## config.mk

```make
export PLATFORM = sky130hd
export DESIGN_NAME = wsd_resp
export DESIGN_NICKNAME = d
export VERILOG_FILES = /design/src/sv/wsd_pkg.sv /design/src/sv/wsd_resp.sv
export SDC_FILE = /design/constraint.sdc
export NUM_CORES = 1
export LEC_CHECK = 0
export BUFFER_PORTS_ARGS = -buffer_cell sky130_fd_sc_hd__buf_2
export CORE_ASPECT_RATIO = 0.75
export CORE_MARGIN = 1
export CORE_UTILIZATION = 48
export DETAILED_ROUTE_END_ITERATION = 8
export GPL_TIMING_DRIVEN = 1
export PLACE_DENSITY = 0.84
export SLEW_MARGIN = 20
export SYNTH_ARGS = -nofsm -noshare
export SYNTH_HDL_FRONTEND = slang
export SYNTH_SLANG_ARGS = --single-unit
```

## constraint.sdc

```tcl
create_clock -name clock -period 7.8 [get_ports clock]
set_input_delay 1.56 -clock clock [delete_from_list [all_inputs] [get_ports clock]]
set_output_delay 1.56 -clock clock [all_outputs]
set_load 0.05 [all_outputs]
```

## src/sv/wsd_pkg.sv

```systemverilog
// Shared types and constants for the work-stealing deque.
package wsd_pkg;

   localparam int DEPTH_LOG2_DEF = 10;
   localparam int TASK_WIDTH_DEF = 64;
   localparam int TASK_PORT_W    = 64;
   localparam int CSR_W          = 4;
   localparam logic [CSR_W-1:0] CAP_LOG2_RESET = 4'd10;

   typedef enum logic [1:0] {
      CMD_PUSH  = 2'd0,
      CMD_POP   = 2'd1,
      CMD_STEAL = 2'd2,
      CMD_QUERY = 2'd3
   } cmd_type;

   // Memory strobes from the index logic to the task store
   typedef struct packed {
      logic wr;
      logic rd;
   } mem_ctl_type;

   // Result flags that travel alongside the pending memory read
   typedef struct packed {
      logic ok;
      logic take;
      logic can_steal;
   } meta_type;

endpackage

```

## src/sv/wsd_resp.sv

```systemverilog
// Read-wait stage and output register with backpressure.
module wsd_resp import wsd_pkg::*; #(
   parameter int TASK_WIDTH = TASK_WIDTH_DEF
) (
   input  logic                   clock,
   input  logic                   reset,
   input  logic                   acc,
   input  meta_type               meta,
   input  logic [TASK_WIDTH-1:0]  rdata,
   output logic                   req_ready,
   input  logic                   rsp_ready,
   output logic                   rsp_valid,
   output logic                   rsp_ok,
   output logic [TASK_PORT_W-1:0] rsp_task_out,
   output logic                   rsp_can_steal
);

   logic                   s1_valid_ff, s1_valid_in;
   meta_type               s1_meta_ff;
   logic                   out_valid_ff, out_valid_in;
   logic                   out_ok_ff;
   logic                   out_can_steal_ff;
   logic [TASK_PORT_W-1:0] out_task_ff;
   logic                   adv;

   // advance the read-wait stage whenever the output register frees up
   assign adv       = s1_valid_ff & (~out_valid_ff | rsp_ready);
   assign req_ready = ~s1_valid_ff | adv;

   always_comb begin
      s1_valid_in  = s1_valid_ff;
      out_valid_in = out_valid_ff;
      if (acc) begin
         s1_valid_in = 1'b1;
      end else if (adv) begin
         s1_valid_in = 1'b0;
      end
      if (adv) begin
         out_valid_in = 1'b1;
      end else if (rsp_ready) begin
         out_valid_in = 1'b0;
      end
   end

   always_ff @(posedge clock) begin
      if (reset) begin
         s1_valid_ff  <= 1'b0;
         out_valid_ff <= 1'b0;
      end else begin
         s1_valid_ff  <= s1_valid_in;
         out_valid_ff <= out_valid_in;
      end
   end

   always_ff @(posedge clock) begin
      if (acc) begin
         s1_meta_ff <= meta;
      end
      if (adv) begin
         out_ok_ff        <= s1_meta_ff.ok;
         out_can_steal_ff <= s1_meta_ff.can_steal;
         out_task_ff      <= s1_meta_ff.take ? TASK_PORT_W'(rdata) : '0;
      end
   end

   assign rsp_valid     = out_valid_ff;
   assign rsp_ok        = out_ok_ff;
   assign rsp_task_out  = out_task_ff;
   assign rsp_can_steal = out_can_steal_ff;

endmodule

```

## Word level (Yosys, flattened, before mapping)

Cells that the tools add are included.
Widths: inputs -> output; s select.

- Register bits: 71
- Latch bits: 0
- Bits in writable memories: 0
- Bits in read-only memories: 0
- Output and inout port bits: 68
- Logic and storage cells: 19
- Memories kept: 0

- Add/sub/neg operators: 0
- $mul: 0
- Div/mod/pow operators: 0
- Order comparisons: 0
- Equal/unequal tests: 0
- Shift operators: 0
- Muxes and demuxes: 4
- Bitwise gates (word level): 5
- Reduce and logical (&&, ||, !) cells: 2

Operators by type and width:

| operator | number |
|---|---|
| $mux 1 | 4 |
| $reduce_bool 2->1 | 2 |
| $not 1->1 | 2 |
| $or 1x1->1 | 2 |
| $and 1x1->1 | 1 |

## Logic depth before layout (Yosys ltp)

- Depth in word-level cells: 5
- Depth in mapped cells: 2

## Worst setup path before layout

OpenSTA, ideal clock, no wires.

- Path kind: in2reg
- Start point: in rsp_ready
- End point: reg out_can_steal_ff, in the netlist rsp_can_steal (enable)
- Arrival time: 3.235 ns
- Data required time: 7.369 ns
- Slack: 4.134 ns
- Cell stages on the path: 2
- Path buffers: 0
- Cells stage by stage: nand2b_1 -> and2_1

- Cells in the longest elaborated chain, start to end: 2

RTL lines:

| what | line | text |
|---|---|---|
| start: declaration | wsd_resp.sv:11 | `input logic rsp_ready,` |
| $or 1x1->1 | wsd_resp.sv:27 | `assign adv = s1_valid_ff & (~out_valid_ff \| rsp_ready);` |
| $and 1x1->1 | wsd_resp.sv:27 |  |
| via adv | wsd_resp.sv:24 | `logic adv;` |
| end signal: assignment | wsd_resp.sv:61 | `out_can_steal_ff <= s1_meta_ff.can_steal;` |
| end: declaration | wsd_resp.sv:22 | `logic out_can_steal_ff;` |

The timed path passes the listed nets, and every way through them passes these cells.
A chain may end at the register's enable or synchronous reset.

## Final worst setup path

- Start point: in rsp_ready
- End point: out req_ready

- Cells in the longest elaborated chain, start to end: 3

RTL lines:

| what | line | text |
|---|---|---|
| $or 1x1->1 | wsd_resp.sv:27 |  |
| $and 1x1->1 | wsd_resp.sv:27 |  |
| $or 1x1->1 | wsd_resp.sv:28 | `assign req_ready = ~s1_valid_ff \| adv;` |
| end: declaration | wsd_resp.sv:10 | `output logic req_ready,` |

No other way between the ends.

==> summary.md <==
| Metric | Value |
|---|---|
| Status | complete, no violations |
| Final HPWL DP | 3.51 mm |
| Per-cell routed wire length | 12.9 µm |
| Remaining routing DRC violations | 0 |
| Period utilisation layout | 46.2% |
| Pleak | 0.00158 µW |
| Most used cell, CP | buf_2 |
| Worst-Skew Late Latency | 330 ps |
| Vias in the first global route | 1639 |
| Reg area | 2110 µm² |
| Syn. warnings | 0 |
| Clock buffer depth | 2 |
| Total number of vias | 1652 |
| Top delay family on crit path | buffers and inverters |
| Hold WS | 420 ps |
| Avg Cell Area, Syn | 18.0 µm² |
| I/O Buffers | 138 |
| Post-Syn Instances | 148 |
| Post-CTS resize count | 0 |
| Post-synthesis sequential area ratio | 79.4% |
| Launching element of the worst setup path | rsp_ready |
| Root Driver | clkbuf_8 |
| Final #Nets | 364 |
| Remaining global-route overflow | 0 |
| Crit path kind | input port to output port |
| FF-to-FF Start | rsp_valid |
| Post-DR vias/cell | 4.43 |
| Max cap viols | 0 |
| Largest net degree at the start of global routing | 67 |
| Post-CTS setup buffer count | 0 |
| Worst reg2reg path depth | 3 |
| Die height | 66.5 µm |
| Pins over their slew limit | 0 |
| Crit path max fanout | 2 |
| Syn-to-layout area delta | 37.8% |
| CTS Hold Buffers Added | 0 |
| Hold/Removal Path Class | flip-flop to flip-flop |
| CTS buffer count | 9 |
| TNS Setup | 0 ps |
| CP max stage cell | buf_2 |
| Data required, critical path | 6240 ps |
| Area contributors post-synth | edfxtp_1, and2_2, dfxtp_1 |
| Flip-flop and latch count after synthesis | 71 |
| Placed cell area | 3430 µm² |
| Core ar. | 5350 µm² |
| Clock sinks | 71 |
| Area leader, netlist | edfxtp_1 |
| Crit path cell chain | buf_2, nand3b_1, buf_2 |
| Worst path buffer plus inverter count | 2 |
| PwrDens | 250 nW/µm² |
| Startpoint Class | input port |
| Antenna violations before repair | 0 |
| Clock skew | 2.22 ps |
| First-pass GRT wire length | 7.14 mm |
| Minimum clock period | 3600 ps |
| Reg2Reg Setup Slack | 6220 ps |
| Arr. time, crit path | 2040 ps |
| Worst setup EP type | output port |
| Die width | 88.0 µm |
| Diode count | 0 |
| Count of final hold-check violations | 0 |
| Worst vdd ir | 0.132 mV |
| Max-slew headroom | 46.6% |
| RSZ-0062 raised after global routing | false |
| Initial DRC count | 53 |
| Levels on crit path | 3 |
| H-tree levels | 3 |
| Antenna-violating nets left | 0 |
| DRT Wirelength | 4.83 mm |
| Syn Nets | 219 |
| Synth top area share | 77.9% |
| Mapped cell area | 2660 µm² |
| Fill cell count | 374 |
| Synth cell types | 9 |
| Setup crit end | req_ready |
| IO Count | 139 |
| Actual slew at the worst max-slew pin | 801 ps |
| Initial Utilization | 49.7% |
| Share of layout cells above drive strength 1 | 73.8% |
| Fmax | 278 MHz |
| Die area | 5850 µm² |
| Commonest non-fill, non-tap cells in the layout | buf_2, edfxtp_1, and2_2, clkbuf_8, bufinv_16 |
| Most common library cell in the layout ignoring fill and taps | buf_2 |
| CTS clock-pin slew for the worst setup and hold paths | 70 ps |
| Routability congestion estimate | 0.713 |
| RR Endpoint | rsp_task_out[43] |
| Max stage delay on crit path | 220 ps |
| Area taken by multi-input logic gates | 512 µm² |
| Num rows | 23 |
| CTS tree | done |
| Final setup fails | 0 |
| Post-layout instance area | 3670 µm² |
| Pre-Repair DR Iteration Count | 4 |
| GRT Util Overall | 17.3% |
==> cells in the mapped netlist <==
| library cell | number |
|---|---|
| and2_1 | 1 |
| a21oi_1 | 2 |
| inv_1 | 2 |
| nand2b_1 | 1 |
| edfxtp_1 | 69 |
| dfxtp_1 | 2 |
| nand3b_1 | 1 |
| clkbuf_2 | 6 |
| and2_2 | 64 |
==> layer usage <==
metal | GRT usage (%) | vias up | share of wire [%] | wire length [µm]
li1 | - | 806 | - | -
met1 | 16.2 | 728 | 37 | 1780
met2 | 29.5 | 107 | 47 | 2280
met3 | 11.5 | 11 | 15 | 704
met4 | 7.58 | 0 | 1.3 | 65
met5 | 0 | - | 0 | 0
==> worst min-delay path by stage <==
stage / depth (start not counted) / slack, ps / from / endpoint
after floorplan: 0 / 400 / s1_meta_ff[0] / rsp_can_steal
after global placement: 0 / 400 / s1_meta_ff[2] / rsp_ok
after detailed placement: 0 / 400 / s1_meta_ff[0] / rsp_can_steal
after CTS: 0 / 420 / s1_meta_ff[0] / rsp_can_steal
after global routing: 0 / 430 / s1_meta_ff[0] / rsp_can_steal
final: 0 / 420 / s1_meta_ff[0] / rsp_can_steal
==> power by group <==
part	leakage (µW)	total (µW)	internal, µW	switching [µW]
combinational	0.000792	129	39.7	89.0
sequential	0.000674	451	444	7.15
clock	0.000117	337	210	128
==> flip-flops by register name, summed over array words and instances, names as in the netlist <==
signal	cells
s1_meta_ff	3
s1_valid_ff	1
rsp_valid	1
rsp_can_steal	1
rsp_task_out	64
rsp_ok	1
==> cell type report <==
class                           instances  share of cell area (%)
Tap cell                               75                    2.56
Inverter                                2                   0.205
Timing Repair Buffer                  140                    19.2
Sequential cell                        71                    57.6
Clock buffer                            9                    3.38
Multi-Input combinational cell         69                    14.0
Clock inverter                          7                    3.04
==> worst register-to-register path, stage by stage (launching register included) <==
cell	delay, ps
dfxtp_1	330
nand2b_1	90
and2_2	140
buf_4	600
==> cell families after synthesis <==
group / count (synthesis) / synth area share (%)
and+or+nand+nor: 67 / 18.8
AOI/OAI and AO/OA: 2 / 0.376
buffers and inverters: 8 / 1.41
DFF: 71 / 79.4
==> through the flow <==
step                      worst slack, ps  total power [µW]  util [%]  cells
after global placement               4210               587      64.1    357
after global routing                 4170               950      68.5    373
after detailed placement             4210               590      64.1    357
after CTS                            4200               928      68.5    373
final                                4200               917      68.5    373
after floorplan                      4130               552         -    148
Power figures use the tool's default switching activity.
