## src/sv/wsd_pkg.sv

```systemverilog
// Shared types and constants for the work-stealing deque.
package wsd_pkg;

   localparam int DEPTH_LOG2_DEF = 10;
   localparam int TASK_WIDTH_DEF = 64;
   localparam int TASK_PORT_W    = 64;
   localparam int CSR_W          = 4;
   localparam logic [CSR_W-1:0] CAP_LOG2_RESET = 4'd10;

   typedef enum logic [1:0] {
      CMD_PUSH  = 2'd0,
      CMD_POP   = 2'd1,
      CMD_STEAL = 2'd2,
      CMD_QUERY = 2'd3
   } cmd_type;

   // Memory strobes from the index logic to the task store
   typedef struct packed {
      logic wr;
      logic rd;
   } mem_ctl_type;

   // Result flags that travel alongside the pending memory read
   typedef struct packed {
      logic ok;
      logic take;
      logic can_steal;
   } meta_type;

endpackage

```

## src/sv/wsd_ctrl.sv

```systemverilog
// Top/bottom index registers, capacity register and command decode.
module wsd_ctrl import wsd_pkg::*; #(
   parameter int DEPTH_LOG2 = DEPTH_LOG2_DEF,
   parameter int TASK_WIDTH = TASK_WIDTH_DEF
) (
   input  logic                   clock,
   input  logic                   reset,
   input  logic                   csr_we,
   input  logic [CSR_W-1:0]       csr_wdata,
   input  logic                   acc,
   input  cmd_type                cmd,
   input  logic [TASK_PORT_W-1:0] task_in,
   output mem_ctl_type            mem_ctl,
   output logic [DEPTH_LOG2-1:0]  mem_addr,
   output logic [TASK_WIDTH-1:0]  mem_wdata,
   output meta_type               meta
);

   localparam int IDX_W = DEPTH_LOG2 + 1;
   localparam int LG_W  = $clog2(DEPTH_LOG2 + 1);

   logic [IDX_W-1:0] top_ff, top_in;
   logic [IDX_W-1:0] bot_ff, bot_in;
   logic [CSR_W-1:0] cap_log2_ff;
   logic [IDX_W-1:0] count;
   logic [IDX_W-1:0] last;
   logic [LG_W-1:0]  cap_lg;
   logic [IDX_W-1:0] cap_n;
   logic             nonempty;
   logic             wr;
   logic             rd;

   assign count    = bot_ff - top_ff;
   assign last     = bot_ff - IDX_W'(1);
   assign nonempty = (count != '0);

   // Clamp the capacity to the built depth, and at least two entries
   always_comb begin
      if (32'(cap_log2_ff) > DEPTH_LOG2) begin
         cap_lg = LG_W'(DEPTH_LOG2);
      end else if (cap_log2_ff == '0) begin
         cap_lg = LG_W'(1);
      end else begin
         cap_lg = LG_W'(cap_log2_ff);
      end
   end

   assign cap_n = IDX_W'(1) << cap_lg;

   always_comb begin
      top_in    = top_ff;
      bot_in    = bot_ff;
      wr        = 1'b0;
      rd        = 1'b0;
      mem_addr  = bot_ff[DEPTH_LOG2-1:0];
      meta.ok   = 1'b0;
      meta.take = 1'b0;
      case (cmd)
         CMD_PUSH: begin
            if (count < cap_n) begin
               wr      = 1'b1;
               bot_in  = bot_ff + IDX_W'(1);
               meta.ok = 1'b1;
            end
         end
         CMD_POP: begin
            mem_addr = last[DEPTH_LOG2-1:0];
            if (nonempty) begin
               rd        = 1'b1;
               meta.ok   = 1'b1;
               meta.take = 1'b1;
               // taking the last task advances top so both indices meet
               if (count == IDX_W'(1)) begin
                  top_in = top_ff + IDX_W'(1);
               end else begin
                  bot_in = last;
               end
            end
         end
         CMD_STEAL: begin
            mem_addr = top_ff[DEPTH_LOG2-1:0];
            if (nonempty) begin
               rd        = 1'b1;
               meta.ok   = 1'b1;
               meta.take = 1'b1;
               top_in    = top_ff + IDX_W'(1);
            end
         end
         CMD_QUERY: begin
            meta.ok = 1'b1;
         end
         default: begin
            meta.ok = 1'b0;
         end
      endcase
      meta.can_steal = ((bot_in - top_in) != '0);
   end

   assign mem_ctl.wr = wr & acc;
   assign mem_ctl.rd = rd & acc;
   assign mem_wdata  = task_in[TASK_WIDTH-1:0];

   always_ff @(posedge clock) begin
      if (reset) begin
         top_ff      <= '0;
         bot_ff      <= '0;
         cap_log2_ff <= CAP_LOG2_RESET;
      end else begin
         if (acc) begin
            top_ff <= top_in;
            bot_ff <= bot_in;
         end
         if (csr_we) begin
            cap_log2_ff <= csr_wdata;
         end
      end
   end

endmodule

```

## config.mk

```make
export PLATFORM = sky130hd
export DESIGN_NAME = wsd_ctrl
export DESIGN_NICKNAME = d
export VERILOG_FILES = /design/src/sv/wsd_pkg.sv /design/src/sv/wsd_ctrl.sv
export SDC_FILE = /design/constraint.sdc
export NUM_CORES = 1
export LEC_CHECK = 0
export ABC_AREA = 0
export BUFFER_PORTS_ARGS = -buffer_cell sky130_fd_sc_hd__buf_2
export CORE_ASPECT_RATIO = 0.9
export CORE_MARGIN = 2
export CORE_UTILIZATION = 46
export DETAILED_ROUTE_END_ITERATION = 7
export PLACE_DENSITY = 0.74
export SLEW_MARGIN = 20
export SYNTH_ARGS = -nofsm -noshare
export SYNTH_HDL_FRONTEND = slang
export SYNTH_SLANG_ARGS = --single-unit
```

## constraint.sdc

```tcl
create_clock -name clock -period 8.3 [get_ports clock]
set_input_delay 1.245 -clock clock [delete_from_list [all_inputs] [get_ports clock]]
set_output_delay 1.245 -clock clock [all_outputs]
set_load 0.01 [all_outputs]
```

# == Word-level counts from Yosys, hierarchy flattened ==
# Cells that the tools add are included.
# W data, S select, Z words.
# word_totals
reg_bits,26
wordCells,40
# classes
shifts,1
reduce_logical,5
n_mux,18
n_bitwise,2
n_addsub,5
magnitude_cmp,2
eq_ne,4
# ops
cell,count
$mux W11,6
$pmux W11 S2,2
$add A11 B1 Y11 const B,2
$reduce_bool A11 Y1,2
$sub A11 B11 Y11,2
$pmux W10 S2,1
$eq A11 B1 Y1 const B,1
$lt A11 B11 Y1,1
$shl A1 B4 Y11 const A,1
$sub A11 B1 Y11 const B,1
$mux W4,2
$mux W1,5
$eq A2 B2 Y1 const B,2
$gt A4 B4 Y1 const B,1
$logic_not A4 Y1,1
$pmux W1 S3,1
$and A1 B1 Y1,2
$eq A2 B1 Y1 const B,1
$logic_not A2 Y1,1
$mux W2,1
$reduce_or A2 Y1,1

# == Depth between registers and ports, before layout ==
# depth
ltp_word,9
depth_mapped,26
ltp_nobuf,26

# == Worst setup path after synthesis ==
# No wires, ideal clock.
# synth_path
path_kind,flip-flop to output port
from,reg bot_ff[0]
to,out meta[0] (netlist name)
arrival_time_ns,5.227
path_stages_with_launch,26
n_path_buf,0
path_slack_ns,1.828
cell_sequence,dfxtp_1 -> inv_1 -> ha_1 -> fa_1 -> nand2b_1 -> a211oi_1 -> o22ai_2 -> xnor2_1 -> ha_1 -> o21a_1 -> o21ai_0 -> o21bai_1 -> nor2_1 -> and2_1 -> nand2_1 -> nand3_1 -> o21ai_0 -> or2_2 -> ha_1 -> o21ai_0 -> nand2b_1 -> a2111o_1 -> a31oi_1 -> o21ai_0 -> nor4bb_1 -> o211ai_1
# synth_rtl
element,line,text
start: declaration,wsd_ctrl.sv:23,"logic [IDX_W-1:0] bot_ff, bot_in;"
start signal: assignment,wsd_ctrl.sv:111,bot_ff <= bot_in;
end: declaration,wsd_ctrl.sv:16,output meta_type meta

==> flow_metrics.py <==
metrics = {
    "timing": {
        "hold_violations": 0,
        "drv_slew": 0,
        "timing.final.crit_share_pct": 93.3,
        "fmax_mhz": 129,
        "slew_headroom_pct": 48.7,
        "period_minus_slack_ns": 7.75,
        "setup_viol": 0,
        "worst_pin_slew_ns": 0.765,
        "grt_setup_unrepaired": "false",
        "layout_setup_ws_ns": 0.553,
        "tns_ns": 0,
        "skew_ns": 0.00351,
    },
    "layout": {
        "layout.nets": 660,
        "fill_cells": 920,
        "diodes": 0,
        "area_growth_pct": -5.38,
        "drive_gt1_share_pct": 9.87,
        "area.sequential_um2": 520,
        "final_cell_mix": "58 x nand2_1, 46 x nor2_1, 44 x o21ai_0, 37 x a21oi_1, 37 x ha_1",
        "utilization_pct": 44.5,
        "multiInputGateArea_um2": 3020,
        "mostFrequentLayoutCell": "nand2_1",
    },
    "power": {
        "power_uw": 618,
        "switching_share_pct": 48.6,
        "seqPwrFrac_pct": 23.7,
        "p_per_area_nw_per_um2": 154,
        "internal_power_uw": 318,
        "p_leak_uw": 0.00158,
        "combPwrFrac_pct": 61.1,
        "pwr-share-clk_pct": 15.2,
        "p_sw_uw": 300,
        "vdd_drop_max_mv": 0.0646,
    },
    "worst_setup_path": {
        "crit_required_ns": 7.05,
        "cp.arrival_ns": 6.50,
        "crit_type": "reg -> out",
        "end_kind": "output port",
        "crit_fanout": 6,
        "setup.worst_path.start_class": "register",
    },
    "hold_path": {
        "hold_path_class": "reg -> reg",
    },
    "floorplan": {
        "coreArea_um2": 9040,
        "core.rowCount": 33,
        "die_y_um": 95.2,
        "start_util_pct": 47.1,
        "design.portCount": 153,
        "die_area_um2": 10000,
        "fp.dieW_um": 105,
    },
    "global_route": {
        "antenna_found_initial": 1,
        "grt_use_total_pct": 25.8,
        "grt_pass1_vias": 4062,
        "grt_first_pass_wirelength_um": 20700,
        "grt_overflow": 0,
        "grt_max_degree": 39,
    },
    "synth": {
        "async_reset_ff_share_pct": 0,
        "yosys.area.top_type_share_pct": 12.2,
        "syn_area_um2": 4260,
        "yosys_warnings": 0,
        "ys_top_cells_by_area": "dfxtp_1 12%, buf_4 11%, ha_1 11%",
        "synth_edf_count": 0,
        "ys_ff_latch": 26,
        "synth_top_area_cell": "dfxtp_1",
        "ys.flop_type": "dfxtp_1",
        "synth_cell_types": 68,
        "synth_seq_area_share_pct": 12.2,
        "synth_cells": 610,
        "synthesis.nets": 722,
        "synth_area_per_cell_um2": 6.98,
    },
    "route": {
        "first_pass_iters": 5,
        "drcViolationCount": 0,
        "drt-total-wl_um": 13100,
        "wire_per_inst_um": 19.7,
        "routed-via-count": 4450,
        "first_iter_violations": 470,
        "ant_nets": 0,
        "drt-vias-per-instance": 6.65,
    },
    "clock_tree": {
        "cts_sinks": 26,
        "cts_hold_buf": 0,
        "cts_root_buf": "clkbuf_8",
        "postCtsSetupRepairBufs": 0,
        "cts_tree": "yes",
        "cts_buffers": 3,
        "clk_latency_ns": 0.29,
        "max-clock-path-buffers": 2,
        "clkTransAtPathRegs_ns": 0.11,
        "htreeDepth": 1,
        "ctsResizeCount": 0,
    },
    "place": {
        "port_buffers": 24,
        "gp_congestion": 0.966,
        "post-dp-hpwl_um": 9600,
        "dp_slack_ns": 0.984,
    },
    "job": {
        "maxCapViolCount": 0,
    },
    "outcome": {
        "status": "completed",
    },
}
Yosys cell counts, types with 6 or more instances:
cell type	instances
o21ai_0	44
o22ai_1	7
buf_4	65
ha_1	37
nand3_1	21
nor2b_1	10
nor2_1	46
o211ai_1	6
nand2_1	58
dfxtp_1	26
and3_1	10
a22oi_1	6
xnor2_1	11
nor3_1	14
inv_1	28
clkbuf_1	30
o32ai_1	7
mux2i_1	6
or3_1	13
a21o_1	8
a22o_1	9
a31oi_1	11
a21oi_1	37
nand2b_1	7
routing by layer:
metal	up-vias	wire [µm]	track usage [%]	part of all wire [%]
met1	2056	5400	34.8	41
met4	2	474	12.9	3.6
met2	308	5590	39.1	42
met5	-	13	0	0.099
li1	2026	-	-	-
met3	58	1670	5.06	13
critical path, stage by stage, from the launching register on:
cell and delay [ns]:
dfxtp_1 0.45, inv_1 0.16, ha_1 0.24, fa_1 0.42, nand2b_1 0.18, a211oi_1 0.26
o22ai_2 0.14, xnor2_1 0.32, ha_1 0.29, o21a_1 0.18, o21ai_0 0.22, o21bai_1 0.17
nor2_1 0.20, and2_1 0.24, nand2_1 0.12, nand3_1 0.09, o21ai_0 0.10, or2_2 0.32
ha_1 0.31, o21ai_0 0.09, nand2b_1 0.13, a2111o_1 0.42, a31oi_1 0.36, o21ai_0 0.20
nor4bb_1 0.31, o211ai_1 0.13, buf_2 0.15
flip-flops by register name, indices dropped and copies added, names as in the netlist:
register     count
top_ff          11
cap_log2_ff      4
bot_ff          11
path summary, 6_finish.rpt:
check        depth (start not counted)              startpoint  slack, ns                      end
max reg2reg                         17  bot_ff[0]$_SDFFE_PP0P_       3.76  bot_ff[10]$_SDFFE_PP0P_
min reg2reg                          2  top_ff[9]$_SDFFE_PP0P_       0.54   top_ff[9]$_SDFFE_PP0P_
max                                 26  bot_ff[0]$_SDFFE_PP0P_       0.55                  meta[0]
min                                  2  top_ff[9]$_SDFFE_PP0P_       0.54   top_ff[9]$_SDFFE_PP0P_
per-stage QoR:
step | instance area, µm² | std cells | hold slack, ns
after floorplan | 4260 | 610 | 0.489
after global placement | 3970 | 665 | 0.513
after detailed placement | 3970 | 665 | 0.524
after CTS | 4030 | 669 | 0.540
after global routing | 4030 | 669 | 0.560
final | 4030 | 669 | 0.542
kinds of logic (layout without fill, tap and decap cells):
| family | after synthesis | in the layout | share of synthesized area [%] |
|---|---|---|---|
| flops | 26 | 26 | 12.2 |
| compound gates | 182 | 182 | 28.5 |
| buf+inv | 126 | 63 | 16.9 |
| simple gates | 213 | 213 | 25.4 |
| fa+ha+maj | 38 | 38 | 11.3 |
| xor+xnor | 15 | 15 | 3.09 |
| mux | 10 | 10 | 2.47 |
power groups by stage:
| stage | combinational (µW) | sequential (µW) | clock (µW) |
|---|---|---|---|
| floorplan | 307 | 139 | 0 |
| global placement | 351 | 148 | 0 |
| detailed placement | 363 | 148 | 0 |
| CTS | 366 | 146 | 96.1 |
| global route | 412 | 148 | 99.4 |
| finish | 378 | 146 | 94.2 |
area by class of cell:
class                   count  area share (%)
well taps                 122            3.79
flip-flops and latches     26            12.9
multi-input cells         458            75.0
inverters                  28            2.61
repair buffers             31            4.29
clock buffers               4            1.37
(Power assumes the default switching activity.)
